<file path="src/rtl/core/htt_ram.sv">
module htt_ram #(
    parameter int WIDTH = 8,
    parameter int DEPTH = 16
) (
    input  logic                     clk,
    input  logic                     we,
    input  logic [$clog2(DEPTH)-1:0] waddr,
    input  logic [WIDTH-1:0]         wdata,
    input  logic [$clog2(DEPTH)-1:0] raddr,
    output logic [WIDTH-1:0]         rdata
);
    logic [WIDTH-1:0] mem [DEPTH];

    always_ff @(posedge clk)
    begin
        if (we)
        begin
            mem[waddr] <= wdata;
        end
        rdata <= mem[raddr];
    end
endmodule

</file>
<file path="config.mk">
export PLATFORM = sky130hd
export DESIGN_NAME = htt_ram
export DESIGN_NICKNAME = d
export VERILOG_FILES = /design/src/rtl/core/htt_ram.sv
export SDC_FILE = /design/constraint.sdc
export NUM_CORES = 1
export LEC_CHECK = 0
export ABC_AREA = 1
export BUFFER_PORTS_ARGS = -buffer_cell sky130_fd_sc_hd__buf_4
export CAP_MARGIN = 0
export CORE_MARGIN = 5
export CORE_UTILIZATION = 60
export DETAILED_ROUTE_END_ITERATION = 7
export PLACE_DENSITY = 0.79
export SLEW_MARGIN = 20
export SYNTH_ARGS = -nofsm -noshare
export SYNTH_HDL_FRONTEND = slang
export SYNTH_SLANG_ARGS = --single-unit
</file>
<file path="constraint.sdc">
create_clock -name clk -period 2.8 [get_ports clk]
set_input_delay 0.14 -clock clk [delete_from_list [all_inputs] [get_ports clk]]
set_output_delay 0.14 -clock clk [all_outputs]
set_load 0.005 [all_outputs]
</file>
==> summary.md <==
| Metric | Value |
|---|---|
| Global router's overall resource usage | 0.236 |
| Final Hold Viols | 0 |
| Sum Neg Setup Slack | 0 ps |
| Pwr Density | approximately 720 mW/mm^2 |
| Post-synthesis cell type count | 12 |
| Slowest-stage cell, CP | inv_2 |
| CP cell instances | buf_4 -> inv_2 -> buf_4 -> nand2_1 -> nand2_1 -> nand2_1 -> nand3_1 -> nand3_1 -> nand2_1 |
| Setup Fix Bufs, Post-CTS | 0 |
| Status | finished, final reports clean |
| Hold_ws | 66.9 ps |
| Routed Antenna Nets | 0 |
| Utilization after layout | 0.717 |
| Setup WS pre-CTS | 1050 ps |
| Syn nets | ~570 |
| DRT Pass-1 Iters | 5 |
| I/O Pins | 26 |
| Drt wl/cell | 17.3 microns |
| CTS tree | yes |
| DR DRC count | 0 |
| Post-Layout Cell Count | approximately 720 |
| RSZ-0062 raised after global routing | false |
| Detailed Place HPWL | between 7 and 8 mm |
| Syn Inst Count | ~550 |
| Worst setup EP type | flop |
| Area growth, synth to finish | 15.4% |
| Largest net degree at the start of global routing | between 60 and 70 |
| Mapped Area | 0.00577 sq mm |
| H-tree depth | 4 |
| Final count of negative-setup-slack endpoints | 0 |
| Startpoint Class | input port |
| Via count | ~3,900 |
| Layout cell share with drive strength beyond 1 | 0.0975 |
| Minimum clock period | about 1300 ps |
| Storage element area | 0.00400 sq mm |
| Most frequent CP cell | nand2_1 |
| Yosys warning count | 0 |
| Antenna diode count | 0 |
| First-pass GRT wire length | 20.1 mm |
| Mean Syn Cell Area | 10.5 sq um |
| Die area | roughly 0.012 sq mm |
| R2r setup slk | between 1500 and 2000 ps |
| Dpl cells | 683 |
| Die height | 108 microns |
| Final Max Tran Viols | 0 |
| Vias per inst | 5.42 |
| Routability Congestion | 0.917 |
| Pleak | around 2.9 nW |
| Crit path arrival time | approximately 1700 ps |
| Row count | 35 |
| Root Driver | clkbuf_8 |
| Critical Path Fanout Max | 45 |
| FILL cells | a little over 600 |
| Max-cap violations | 0 |
| CTS Buf Count | 17 |
| PnR worst setup slack | about 1500 ps |
| Synth async-reset ratio | 0 |
| Commonest cells in the netlist | nand2_1, edfxtp_1, inv_1, nand3_1, nor2_1 |
| Yosys reg bits | approximately 140 |
| Fin crit share | 0.450 |
| Layout Nets | 600 |
| Port buffer count | 25 |
| Global route total overflow | 0 |
| Area fraction of the dominant cell type after synthesis | 0.667 |
| Largest area contributor in the netlist | edfxtp_1 |
| Clk pin slew, worst setup/hold paths | ~60 ps |
| F_max | 0.794 GHz |
| EDFF count, synth | ~130 |
| Clock Latency Late Sink | 520 ps |
| Synth Flop Type | edfxtp_1 |
| Vias in the first global route | between 3,000 and 4,000 |
| Most common cell in the synthesized netlist | nand2_1 |
| Initial antenna violation count | 0 |
| Initial detailed-routing violation count | 360 |
| Synth area leaders | edfxtp_1, nand2_1, nand3_1, inv_1, dfxtp_1 |
| Max stage delay on crit path | around 540 ps |
| Peak VDD IR | roughly 0.54 mV |
| Die Width | 108 microns |
| CP required | around 3300 ps |
| Register area share after synthesis | 0.694 |
| Routed WL | ~13 mm |
| Worst-Margin Slew | approximately 810 ps |
| Slew margin rel. | 0.458 |
| Clock Skews | approximately 6.9 ps |
| Core ar. | around 0.0093 sq mm |
| Multi-input gate area | 0.00121 sq mm |
| Setup CP Type | in -> reg |
| Clock sink total | approximately 140 |
| Worst Hold Class | in -> reg |
| Initial Util | 0.621 |
| CTS Buffer Depth | 2 |
-- through the flow --
stage | total power, mW | instance area, sq um
final | 4.82 | 6650
after detailed placement | 2.60 | 5960
after global routing | 4.97 | 6650
after global placement | 2.59 | 5960
after CTS | 4.83 | 6650
after floorplan | 2.49 | 5770
-- per-layer routing --
metal  GRT usage  share of wire
met1       0.294           0.38
met2       0.381           0.49
met3      0.0573          0.091
met4       0.129          0.044
met5           0              0
-- layout by cell type, fill, tap and decap left out --
cell type and count:
nand3_1 97, buf_4 27, inv_1 100, clkinvlp_4 1, clkinv_2 4, nand2_1 173
inv_6 1, clkbuf_1 2, nand3b_1 2, clkbuf_8 1, edfxtp_1 128, dlygate4sd3_1 9
bufinv_16 4, clkbuf_16 16, inv_2 2, clkinv_4 2, nor2_1 17, dfxtp_1 8
clkinv_1 1
-- worst max-delay path: cells and delay by family --
family	cells	cell delay (ps)
buf+inv	3	1020
simple gates	6	530
-- state kept, by name, indices dropped and copies added, names as in the netlist --
| register | flops |
|---|---|
| mem | 128 |
| rdata | 8 |
-- path summary, 6_finish.rpt --
| kind | start | end | cells after the start |
|---|---|---|---|
| setup / recovery | raddr[0] | rdata[6] | 9 |
| hold / removal | raddr[2] | rdata[5] | 4 |
| hold reg to reg | mem[12][5] | rdata[5] | 6 |
| setup reg to reg | mem[5][6] | rdata[6] | 6 |
-- power by group --
part	switching (mW)	total [mW]	leakage, nW	internal (mW)
registers	0.0154	2.29	1.22	2.28
clock network	0.805	2.25	0.293	1.44
logic	0.191	0.284	1.36	0.0937
total	1.01	4.82	2.88	3.81
-- layout make-up --
class	instances	area share
clock inverters	13	0.0267
well taps	129	0.0243
clock buffers	19	0.0634
multi-input cells	289	0.182
flip-flops and latches	136	0.602
repair buffers	36	0.0440
inverters	102	0.0575
-- cells by family (layout without fill, tap and decap cells) --
logic type | after synthesis | count (layout) | share of synthesized area
flops | 136 | 136 | 0.694
buf+inv | 126 | 170 | 0.0952
simple gates | 289 | 289 | 0.210
-- what timing repair did --
| action | 4_1_cts | 5_1_grt |
|---|---|---|
| hold buffers | 9 | 0 |
| gates resized for setup | 0 | 0 |
| endpoints found under the hold margin | 135 | 0 |
Note: power is estimated with default switching activity, not from simulation.
