==> src/rtl/core/htt_pkg.sv <==
package htt_pkg;

    localparam int MAX_VERTICES = 65536;
    localparam int FACE_SLOTS   = 4096;
    localparam int COORD_BITS   = 32;

    localparam int VIDX_W  = 16;
    localparam int VADDR_W = $clog2(MAX_VERTICES);
    localparam int FADDR_W = $clog2(FACE_SLOTS);
    localparam int FCNT_W  = FADDR_W + 1;
    localparam int XYZ_W   = 3 * COORD_BITS;
    localparam int KEY_W   = 3 * VIDX_W;
    localparam int ACC_W   = COORD_BITS + 3;
    localparam int OUT_C_W = 32;

    localparam int HEX_CORNERS  = 8;
    localparam int QUAD_CORNERS = 4;
    localparam int HEX_TETS     = 24;
    localparam int MAX_NEW_VTX  = 7;

    localparam logic [1:0] CMD_LOAD = 2'd0;
    localparam logic [1:0] CMD_HEX  = 2'd1;
    localparam logic [1:0] CMD_FACE = 2'd2;

    localparam logic [1:0] KIND_VERTEX = 2'd0;
    localparam logic [1:0] KIND_TET    = 2'd1;
    localparam logic [1:0] KIND_TRI    = 2'd2;

    localparam logic [1:0] ERR_NONE    = 2'd0;
    localparam logic [1:0] ERR_FULL    = 2'd1;
    localparam logic [1:0] ERR_NO_FACE = 2'd2;

    typedef enum logic [3:0] {
        S_IDLE,
        S_FULL,
        S_CELL_ACC,
        S_KEY,
        S_SEARCH,
        S_FACE_ACC,
        S_EMIT_V,
        S_EMIT_T,
        S_Q_EMIT,
        S_Q_ERR
    } state_t;

    typedef struct packed {
        logic [1:0]        kind;
        logic [VIDX_W-1:0] node_a;
        logic [VIDX_W-1:0] node_b;
        logic [VIDX_W-1:0] node_c;
        logic [VIDX_W-1:0] node_d;
        logic [OUT_C_W-1:0] coord_x;
        logic [OUT_C_W-1:0] coord_y;
        logic [OUT_C_W-1:0] coord_z;
        logic              last;
        logic [1:0]        error;
    } res_t;

    // corner of face f at ring position e
    function automatic logic [2:0] face_corner(input logic [2:0] f, input logic [1:0] e);
        logic [11:0] row;
        unique case (f)
            3'd0:    row = {3'd2, 3'd3, 3'd1, 3'd0};
            3'd1:    row = {3'd6, 3'd7, 3'd5, 3'd4};
            3'd2:    row = {3'd4, 3'd5, 3'd1, 3'd0};
            3'd3:    row = {3'd6, 3'd7, 3'd3, 3'd2};
            3'd4:    row = {3'd4, 3'd6, 3'd2, 3'd0};
            3'd5:    row = {3'd5, 3'd7, 3'd3, 3'd1};
            default: row = '0;
        endcase
        return row[e*3 +: 3];
    endfunction

    // three smallest of four indices, ascending
    function automatic logic [KEY_W-1:0] face_key(input logic [VIDX_W-1:0] a,
                                                  input logic [VIDX_W-1:0] b,
                                                  input logic [VIDX_W-1:0] c,
                                                  input logic [VIDX_W-1:0] d);
        logic [VIDX_W-1:0] lo0, hi0, lo1, hi1, s0, m0, m1;
        lo0 = (a < b) ? a : b;
        hi0 = (a < b) ? b : a;
        lo1 = (c < d) ? c : d;
        hi1 = (c < d) ? d : c;
        s0  = (lo0 < lo1) ? lo0 : lo1;
        m0  = (lo0 < lo1) ? lo1 : lo0;
        m1  = (hi0 < hi1) ? hi0 : hi1;
        return {s0, ((m0 < m1) ? m0 : m1), ((m0 < m1) ? m1 : m0)};
    endfunction

endpackage

==> src/rtl/core/htt_acc.sv <==
module htt_acc (
    input  logic                        clk,
    input  logic                        clr,
    input  logic                        add,
    input  logic                        quarter,
    input  logic [htt_pkg::XYZ_W-1:0]   din,
    output logic [htt_pkg::XYZ_W-1:0]   avg
);
    import htt_pkg::*;

    logic signed [ACC_W-1:0] acc_reg [3];
    logic signed [ACC_W-1:0] acc_next [3];
    logic signed [ACC_W-1:0] shifted [3];

    always_comb
    begin
        for (int a = 0; a < 3; a++)
        begin
            acc_next[a] = acc_reg[a];
            if (clr)
            begin
                acc_next[a] = '0;
            end
            else if (add)
            begin
                acc_next[a] = acc_reg[a]
                    + ACC_W'($signed(din[(2-a)*COORD_BITS +: COORD_BITS]));
            end
            // floor division by 4 or 8
            shifted[a] = quarter ? (acc_reg[a] >>> 2) : (acc_reg[a] >>> 3);
            avg[(2-a)*COORD_BITS +: COORD_BITS] = shifted[a][COORD_BITS-1:0];
        end
    end

    always_ff @(posedge clk)
    begin
        for (int a = 0; a < 3; a++)
        begin
            acc_reg[a] <= acc_next[a];
        end
    end
endmodule

==> config.mk <==
export PLATFORM = sky130hd
export DESIGN_NAME = htt_acc
export DESIGN_NICKNAME = d
export VERILOG_FILES = /design/src/rtl/core/htt_pkg.sv /design/src/rtl/core/htt_acc.sv
export SDC_FILE = /design/constraint.sdc
export NUM_CORES = 1
export LEC_CHECK = 0
export BUFFER_PORTS_ARGS = -buffer_cell sky130_fd_sc_hd__buf_2
export CORE_ASPECT_RATIO = 1.25
export CORE_UTILIZATION = 53
export CTS_BUF_LIST = sky130_fd_sc_hd__clkbuf_4
export CTS_CLUSTER_DIAMETER = 150
export CTS_CLUSTER_SIZE = 10
export DETAILED_ROUTE_END_ITERATION = 6
export PLACE_DENSITY = 0.8
export RECOVER_POWER = 50
export SYNTH_ARGS = -nofsm -noshare
export SYNTH_HDL_FRONTEND = slang
export SYNTH_SLANG_ARGS = --single-unit
==> constraint.sdc <==
create_clock -name clk -period 2.7 [get_ports clk]
set_input_delay 0.27 -clock clk [delete_from_list [all_inputs] [get_ports clk]]
set_output_delay 0.27 -clock clk [all_outputs]
set_load 0.05 [all_outputs]
==> results.toml, run 1 <==
[clock_tree]
h-tree-depth = 3
clk_path_buf_depth = 2
cts_tree = "done"
cts_buffers = 9
root_buffer = "clkbuf_4"
clk_pin_slew_worst_paths_ns = 0.20
clk_latency_ns = 0.52
cts_num_sinks = 105
hold_buffers = 0

[die]
start_util = 0.544
die_y_um = 158
rows = 56
fp.dieArea_um2 = 20000
fp.dieW_um = 127
core_area_um2 = 18900
io_pins = 196

[synthesis]
syn_nets = 1501
synth-seq-area-share = 0.204
synth_flop_cell = "dfxtp_1"
async_reset_ff_frac = 0
synthTopCellsByArea = "dfxtp_1 (20%), ha_1 (12%), mux2_2 (11%)"
ys.warnings.count = 0
synth.top_cell.area_share = 0.204
synth_area_um2 = 10300
ys_ff_latch = 105
synthCells = 1296
synth_cell_type_count = 68
synth_largest_area_cell = "dfxtp_1"
synth_edf_count = 0
avgSynthCellArea_um2 = 7.93

[route]
wl_per_cell_um = 17.1
dr.pass1.iters = 5
viasPerCell = 6.04
via_count = 11000
drc = 0
final_antenna_net_count = 0
routed_wl_um = 31100
drtIter0Drc = 556

[worst_setup_path]
r2r.worst_path.cells = 15
startpoint = "acc_reg[0][35]"
critPathKind = "reg2reg"
worstPathRequired_ns = 3.12
arrival_ns = 3.43
worst-path-max-fanout = 2
rrSetupSlack_ns = -0.31
reg2reg_from = "acc_reg[0][35]"
reg2reg_to = "acc_reg[0][65]"
critPathLaunchType = "register"
cp-end-kind = "register"

[global_routing]
grt_overflow = 0
grt_pass1_vias = 10500
antenna_found_initial = 2
grt_max_degree = 40
busiest_layer = "met2"
grt_use_met1 = 0.342
grt_util_met3 = 0.0355
grt_usage = 0.299
use_met2 = 0.545
grt_pass1_wl_um = 48600

[run_status]
violations = "capacitance limit, slew limit, setup timing"
outcome = "finished with violations"

[cells_and_area]
area_delta_synth_final_pct = 26.8
drive_above_1_share = 0.346
largest_reg_flops = 105
finalNetCount = 1785

[place]
port_buffers = 195
place_worst_setup_slack_ns = -0.367
dp_hpwl_um = 22700
place_congestion = 0.980

[pwr]
power_leakage_uw = 0.00642
p_per_area_nw_per_um2 = 635
vdd_drop_max_mv = 0.372

[timing]
layout_setup_ws_ns = -0.307
finalSetupViolations = 8
period_minus_slack_ns = 3.01
fmax_mhz = 333
slew_headroom = -0.256
tightest_slew_ns = 1.88
min_period_over_period = 1.11
timing.final.hold_violations = 0
finalMaxSlewViolations = 29
rsz0062_at_grt = "true"
finalSetupTns_ns = -0.897
clock_skew_ns = 0.0263

[min_path]
min_to = "acc_reg[0][35]"
whs_path_depth = 4
hp-class = "in2reg"
hp-start = "din[32]"

[flow_run]
cap_violations = 1
## area by class of cell
| cell class | instances | area (um^2) |
|---|---|---|
| antenna | 2 | 5.00 |
| clock buffer | 9 | 67.6 |
| clock inverter | 7 | 62.6 |
| fill | 1564 | 5880 |
| inverter | 32 | 120 |
| multi-input combinational | 1090 | 8230 |
| sequential | 105 | 2130 |
| tap | 232 | 290 |
| timing repair buffer | 342 | 2140 |
## worst max-delay path, stage by stage (launching register included)
cell      delay, ns
dfxtp_2        0.39
ha_4           0.13
inv_2          0.03
fa_2           0.36
nor2b_4        0.14
o31a_1         0.21
o31ai_2        0.09
o31a_1         0.30
a2111o_1       0.41
buf_4          0.15
buf_6          0.10
buf_6          0.11
nand3_2        0.07
o21ai_2        0.06
xor2_1         0.15
a211oi_1       0.21
## through the flow
| step | std cells | hold slack, ns | util | area [um^2] | total power, uW |
|---|---|---|---|---|---|
| finish | 1819 | 0.127 | 0.689 | 13000 | 8280 |
| global route | 1819 | 0.0964 | 0.689 | 13000 | 8830 |
| CTS | 1802 | 0.0911 | 0.663 | 12600 | 8000 |
| detailed placement | 1772 | 0.489 | 0.645 | 12200 | 7050 |
| global placement | 1772 | 0.476 | 0.645 | 12200 | 6960 |
| floorplan | 1296 | 0.462 | - | 10300 | 5690 |
## cell usage after synthesis, types with 22 or more instances
library cell / instances
nand2_1: 115
mux2i_1: 41
o21ai_0: 70
xnor2_1: 51
a21o_1: 60
a21oi_1: 118
dfxtp_1: 105
nor2_1: 120
nand3_1: 34
a211oi_1: 22
xor2_1: 23
clkbuf_1: 59
inv_1: 32
mux2_2: 97
ha_1: 102
## placed cells by master (no fill, tap or decap), drive strengths merged, types with 4 or more instances in the layout
| master | count |
|---|---|
| a2111oi | 5 |
| a211oi | 22 |
| a21o | 60 |
| a21oi | 119 |
| a31oi | 12 |
| and2 | 10 |
| and3 | 16 |
| buf | 341 |
| clkbuf | 10 |
| clkinv | 4 |
| dfxtp | 105 |
| ha | 102 |
| inv | 34 |
| mux2 | 97 |
| mux2i | 41 |
| nand2 | 115 |
| nand2b | 7 |
| nand3 | 34 |
| nand3b | 4 |
| nand4 | 15 |
| nor2 | 120 |
| nor2b | 16 |
| nor3 | 19 |
| nor4 | 4 |
| o2111ai | 5 |
| o211ai | 14 |
| o21a | 15 |
| o21ai | 72 |
| o21bai | 13 |
| o22ai | 8 |
| o311ai | 4 |
| o31ai | 5 |
| or3 | 8 |
| xnor2 | 51 |
| xor2 | 23 |
## worst max-delay path by stage
stage,end,cells after the start
after global placement,acc_reg[0][69],13
after floorplan,acc_reg[0][69],12
final,acc_reg[0][65],15
after global routing,acc_reg[0][65],15
after CTS,acc_reg[0][69],12
after detailed placement,acc_reg[0][69],13
## report_power, final
group          internal (uW)  switching (uW)
logic                   2180            3150
clock network            207             651
registers               1820             268
## layer usage
layer	part of all wire	up-vias	wire length, um
met3	0.051	98	1600
li1	-	5352	-
met4	0.042	0	1300
met5	0	-	0
met1	0.40	5121	12400
met2	0.51	413	15900
## logic make-up after synthesis
logic type | share of synthesized area
flops | 0.204
fa+ha+maj | 0.130
buf+inv | 0.0370
mux | 0.146
compound gates | 0.246
xor+xnor | 0.0630
simple gates | 0.174
## what timing repair did
action | CTS | global route
pin swaps | 22 | 39
setup endpoints to repair | 21 | 33
gates resized for setup | 28 | 100
hold endpoints to repair | 0 | 0
buffers inserted | 14 | 16
Note: power is estimated with default switching activity, not from simulation.
==> run 2, diff against run 1 <==
Settings changed: CORE_UTILIZATION 53 to 59, PLACE_DENSITY 0.8 to 0.84.
Clock period 2.7 ns to 2.8 ns, I/O delays scaled along.
==> run 2 against run 1 <==
The flow finishes with violations (setup timing). Non-clock buffer count fell by 38. Clock skew rose by 0.0050 ns. Critical path depth fell by 3. Total power is 6.3% lower.
==> results.toml, run 2 (synthesis results as in run 1) <==
[worst_setup_path]
reg2reg_from = "acc_reg[0][35]"
slowest_delay_ns = 0.42
crit_top_cell = "o31a_1"
critPathTopFamily = "compound AO/OA/AOI/OAI gates"
crit_chain = "ha_4 -> inv_2 -> fa_2 -> nor2b_2 -> o31a_1 -> o31ai_2 -> o31a_1 -> a2111o_1 -> a31oi_2 -> o2111ai_1 -> o211ai_1 -> mux2_4"
reg2reg_to = "acc_reg[0][69]"
critPathKind = "reg2reg"
worst-path-max-fanout = 3
cp_num_buf_inv = 1
rrSetupSlack_ns = -0.07
arrival_ns = 3.26
worstPathRequired_ns = 3.19
r2r.worst_path.cells = 12
critPathLaunchType = "register"
slowest_stage = "a2111o_1"
cp-end-kind = "register"

[global_routing]
grt_max_degree = 50
grt_usage = 0.316
grt_pass1_vias = 10100
antenna_found_initial = 1
grt_overflow = 0
grt_pass1_wl_um = 46300

[flow_run]
cap_violations = 0

[cells_and_area]
area_delta_synth_final_pct = 22.0
largest_reg_flops = 105
final_common_cell = "buf_2"
finish.utilization = 0.742
final_cell_mix = "buf_2 (192), nor2_1 (119), nand2_1 (115)"
finalNetCount = 1747
finish.instance_area_um2 = 12500
drive_above_1_share = 0.308

[timing]
fmax_mhz = 348
layout_setup_ws_ns = -0.0731
whs_ns = 0.162
period_minus_slack_ns = 2.87
tightest_slew_ns = 0.601
slew_headroom = 0.596
clock_skew_ns = 0.0313
min_period_over_period = 1.03
rsz0062_at_grt = "true"
finalMaxSlewViolations = 0
timing.final.hold_violations = 0
finalSetupViolations = 1

[pwr]
total_power_uw = 7760
p_per_area_nw_per_um2 = 619
power_leakage_uw = 0.00623
vdd_drop_max_mv = 0.394

[die]
start_util = 0.608
core_area_um2 = 16900
rows = 53
io_pins = 196
fp.dieArea_um2 = 18000
die_y_um = 150
fp.dieW_um = 120

[min_path]
hp-start = "din[32]"
hp-class = "in2reg"
min_to = "acc_reg[0][35]"
whs_path_depth = 4

[route]
via_count = 10700
wl_per_cell_um = 16.7
routed_wl_um = 29500
viasPerCell = 6.06
dr.pass1.iters = 5
drtIter0Drc = 530
drc = 0
final_antenna_net_count = 0

[place]
port_buffers = 195
place_worst_setup_slack_ns = -0.257
place_area_um2 = 12000
place_congestion = 0.950
dp_hpwl_um = 22200

[run_status]
outcome = "finished with violations"
violations = "setup timing"

[clock_tree]
cts_tree = "done"
root_buffer = "clkbuf_4"
cts_buffers = 9
clk_path_buf_depth = 2
cts_num_sinks = 105
clk_pin_slew_worst_paths_ns = 0.19
clk_latency_ns = 0.49
h-tree-depth = 3
run 2: where the power goes:
group          switching (uW)  internal [uW]  leakage [uW]
Combinational            2970           1960       0.00528
Clock                     543            284     0.0000734
Sequential                257           1750      0.000871
run 2: what timing repair did:
item                       CTS  global route
hold buffers                 0             0
pin swaps                    7            29
resized for setup           12            61
setup buffers               12             6
setup endpoints to repair   11            22
run 2: worst reg2reg max path: stages, from the launching register on:
cell and delay [ns]:
dfxtp_2 0.39, ha_4 0.13, inv_2 0.03, fa_2 0.34
nor2b_2 0.15, o31a_1 0.18, o31ai_2 0.08, o31a_1 0.30
a2111o_1 0.42, a31oi_2 0.16, o2111ai_1 0.12, o211ai_1 0.14
mux2_4 0.32
run 2: cell type report:
| type | count | area (um^2) |
|---|---|---|
| multi-input cells | 1090 | 8080 |
| flip-flops and latches | 105 | 2110 |
| inverters | 32 | 120 |
| fillers | 1343 | 4360 |
| diodes | 1 | 2.50 |
| well taps | 220 | 275 |
| clock inverters | 5 | 46.3 |
| clock buffers | 11 | 82.6 |
| repair buffers | 304 | 1820 |
run 2: worst max path at each step:
stage / depth (start not counted) / startpoint / to / slack, ns
global placement: 13 / din[32] / acc_reg[0][69] / -0.16
CTS: 12 / acc_reg[0][35] / acc_reg[0][69] / -0.12
floorplan: 12 / acc_reg[0][35] / acc_reg[0][69] / -0.06
finish: 12 / acc_reg[0][35] / acc_reg[0][69] / -0.07
detailed placement: 13 / din[32] / acc_reg[0][69] / -0.26
global route: 12 / acc_reg[0][35] / acc_reg[0][69] / -0.22
run 2: per-stage QoR:
step	setup TNS (ns)	instances
global placement	-0.465	1734
finish	-0.0731	1768
global route	-0.467	1768
floorplan	-0.0648	1296
CTS	-0.118	1762
detailed placement	-1.22	1734
run 2: routing by layer:
metal,up-vias,wire length [um],track usage
met5,-,0,0
met2,333,14900,0.577
li1,5258,-,-
met4,0,1050,0.140
met1,5051,12200,0.365
met3,80,1380,0.0377
==> run 3, diff against run 2 <==
--- a/config.mk
+++ b/config.mk
@@ -7,5 +7,6 @@
 export LEC_CHECK = 0
+export ABC_AREA = 1
 export BUFFER_PORTS_ARGS = -buffer_cell sky130_fd_sc_hd__buf_2
 export CORE_ASPECT_RATIO = 1.25
-export CORE_UTILIZATION = 59
+export CORE_UTILIZATION = 60
 export CTS_BUF_LIST = sky130_fd_sc_hd__clkbuf_4
==> constraint.sdc (replaced) <==
create_clock -name clk -period 2.8 [get_ports clk]
set_input_delay 0.42 -clock clk [delete_from_list [all_inputs] [get_ports clk]]
set_output_delay 0.42 -clock clk [all_outputs]
set_load 0.05 [all_outputs]
==> run 3 against run 2 <==
The run ends with capacitance limit, slew limit left. Synthesized area up 18%. Design area is 7.1% higher. Worst hold slack gained 0.096 ns. Clock power increased by 28%. Wire length up 24%. First-iteration DRC count is 80% higher. Global-route usage grew 3.9 points. Setup slack improved by 0.34 ns. Synthesized cell count grew 70%. Register-to-register slack gained 0.60 ns. Largest power group unchanged. Highest routed layer unchanged.
==> results.toml, run 3 <==
[synthesis]
syn_nets = 2409
synth_edf_count = 0
ys.warnings.count = 0
synth.top_cell.area_share = 0.191
synthTopCellsByArea = "nand2_1 (19%), dfxtp_1 (17%), inv_1 (14%)"
ys_ff_latch = 105
synthCells = 2204
async_reset_ff_frac = 0
avgSynthCellArea_um2 = 5.52
synth_largest_area_cell = "nand2_1"
synthTopCellsByCount = "nand2_1 (621), inv_1 (459), o21ai_0 (214), a21oi_1 (211), nor2_1 (161)"
synth.most_common_cell = "nand2_1"
synth-seq-area-share = 0.173
synth_cell_type_count = 31
synth_area_um2 = 12200
synth_flop_cell = "dfxtp_1"

[die]
die_y_um = 161
rows = 57
io_pins = 196
fp.dieArea_um2 = 20900
fp.dieW_um = 129
start_util = 0.619
core_area_um2 = 19700

[global_routing]
grt_usage = 0.355
grt_pass1_vias = 13100
antenna_found_initial = 1
grt_pass1_wl_um = 59500
grt_max_degree = 68
grt_overflow = 0

[clock_tree]
clk_path_buf_depth = 2
h-tree-depth = 3
root_buffer = "clkbuf_4"
hold_buffers = 0
clk_pin_slew_worst_paths_ns = 0.18
cts_tree = "done"
cts_buffers = 9
clk_latency_ns = 0.51
cts_resized = 0
cts_setup_buffers = 0
cts_num_sinks = 105

[worst_setup_path]
critPathKind = "in2out"
crit_chain = "clkbuf_2 -> buf_12 -> nand2_1 -> o21ai_0 -> clkbuf_1"
slowest_stage = "clkbuf_2"
critPathLaunchType = "input port"
worstPathRequired_ns = 2.38
cp-end-kind = "output port"
cp_num_buf_inv = 3
rrSetupSlack_ns = 0.53
arrival_ns = 2.11
startpoint = "quarter"
r2r.worst_path.cells = 15
reg2reg_to = "acc_reg[0][67]"
worst-path-max-fanout = 64
reg2reg_from = "acc_reg[0][35]"
slowest_delay_ns = 0.69
critPathTopFamily = "buffers and inverters"

[timing]
finalSetupViolations = 0
finalMaxSlewViolations = 68
clock_skew_ns = 0.0366
timing.final.hold_violations = 0
slew_headroom = -0.106
min_period_over_period = 0.905
tightest_slew_ns = 1.66
finalSetupTns_ns = 0
fmax_mhz = 395
period_minus_slack_ns = 2.53
rsz0062_at_grt = "false"

[route]
drc = 0
via_count = 14000
wl_per_cell_um = 13.9
drtIter0Drc = 956
routed_wl_um = 36600
final_antenna_net_count = 0
dr.pass1.iters = 6
viasPerCell = 5.31

[cells_and_area]
finish.instance_area_um2 = 13400
drive_above_1_share = 0.0967
area_delta_synth_final_pct = 10.4
num-fill-cells = 1997
finalNetCount = 2570
final_common_cell = "nand2_1"
final_cell_mix = "nand2_1 (632), inv_1 (459), o21ai_0 (214)"
largest_reg_flops = 105

[pwr]
clockPowerShare = 0.164
switching_power_uw = 3280
p_int_uw = 3190
seqPwrFrac = 0.281
p_per_area_nw_per_um2 = 481
switching_share = 0.507
combPwrFrac = 0.555
vdd_drop_max_mv = 0.309
power_leakage_uw = 0.00796

[min_path]
hp-class = "in2reg"
min_to = "acc_reg[0][70]"
hp-start = "din[0]"
whs_path_depth = 4

[run_status]
outcome = "finished with violations"
violations = "capacitance limit, slew limit"

[flow_run]
cap_violations = 1

[place]
port_buffers = 195
dp_hpwl_um = 29500
place_congestion = 1.01
place_area_um2 = 13400
run 3: cell count changes after synthesis, sizes merged, moves of 45 or more:
| cell | change |
|---|---|
| nand2 | +536 |
| inv | +428 |
| o21ai | +142 |
| mux2 | -97 |
| a21oi | +93 |
| nand3 | +91 |
| a21o | -60 |
| nor2 | +53 |
| xnor2 | -45 |
run 3: cell families (layout without fill, tap and decap cells):
logic type	count (synthesis)	after routing	share of synthesized area
other	0	1	0
xor gates and xnor gates	50	50	0.0360
and+or+nand+nor	986	986	0.335
DFF	105	105	0.173
AOI/OAI and AO/OA	442	442	0.185
buffers and inverters	516	681	0.162
adders and majority gates	105	105	0.110
run 3: worst min-delay path, delay by kind of cell:
family | cells | cell delay [ns]
AND/OR/NAND/NOR | 2 | 0.12
buffers and inverters | 1 | 0.08
adder cells (fa/ha/maj) | 1 | 0.12
run 3: power groups by stage:
stage	combinational, uW	sequential, uW	clock [uW]
finish	3590	1820	1060
global route	3980	1840	1120
CTS	3580	1820	1070
detailed placement	3560	1850	0
global placement	3520	1840	0
floorplan	2730	1800	0
run 3: metal layers:
layer  share of wire  wire (um)  GRT usage
met1            0.43      15700      0.432
met2            0.48      17700      0.630
met3           0.054       1960     0.0325
met4           0.035       1300      0.150
met5               0          0          0
run 3: cell type report:
cell class	count	area, um^2	share of cell area
Inverter	461	1730	0.129
Timing Repair Buffer	205	1040	0.0773
Clock buffer	10	75.1	0.00559
Sequential cell	105	2100	0.156
Antenna cell	1	2.50	0.000186
Multi-Input combinational cell	1583	8050	0.599
Tap cell	265	332	0.0247
Clock inverter	5	105	0.00782
run 3: per-stage QoR:
stage	setup slack (ns)	hold WS, ns	instances	total power [uW]	util
after global placement	0.494	0.481	2619	5360	0.678
after CTS	0.589	0.240	2634	6470	0.688
after detailed placement	0.450	0.497	2619	5410	0.678
after global routing	0.196	0.253	2635	6940	0.683
final	0.267	0.258	2635	6470	0.683
after floorplan	0.510	0.467	2204	4530	-
run 3: how the worst max path moves through the flow:
| stage | endpoint | slack [ns] | cells past startpoint |
|---|---|---|---|
| CTS | acc_reg[0][59] | 0.59 | 15 |
| global placement | acc_reg[0][67] | 0.49 | 16 |
| finish | avg[8] | 0.27 | 5 |
| floorplan | avg[27] | 0.51 | 3 |
| detailed placement | acc_reg[0][59] | 0.45 | 16 |
| global route | avg[62] | 0.20 | 5 |
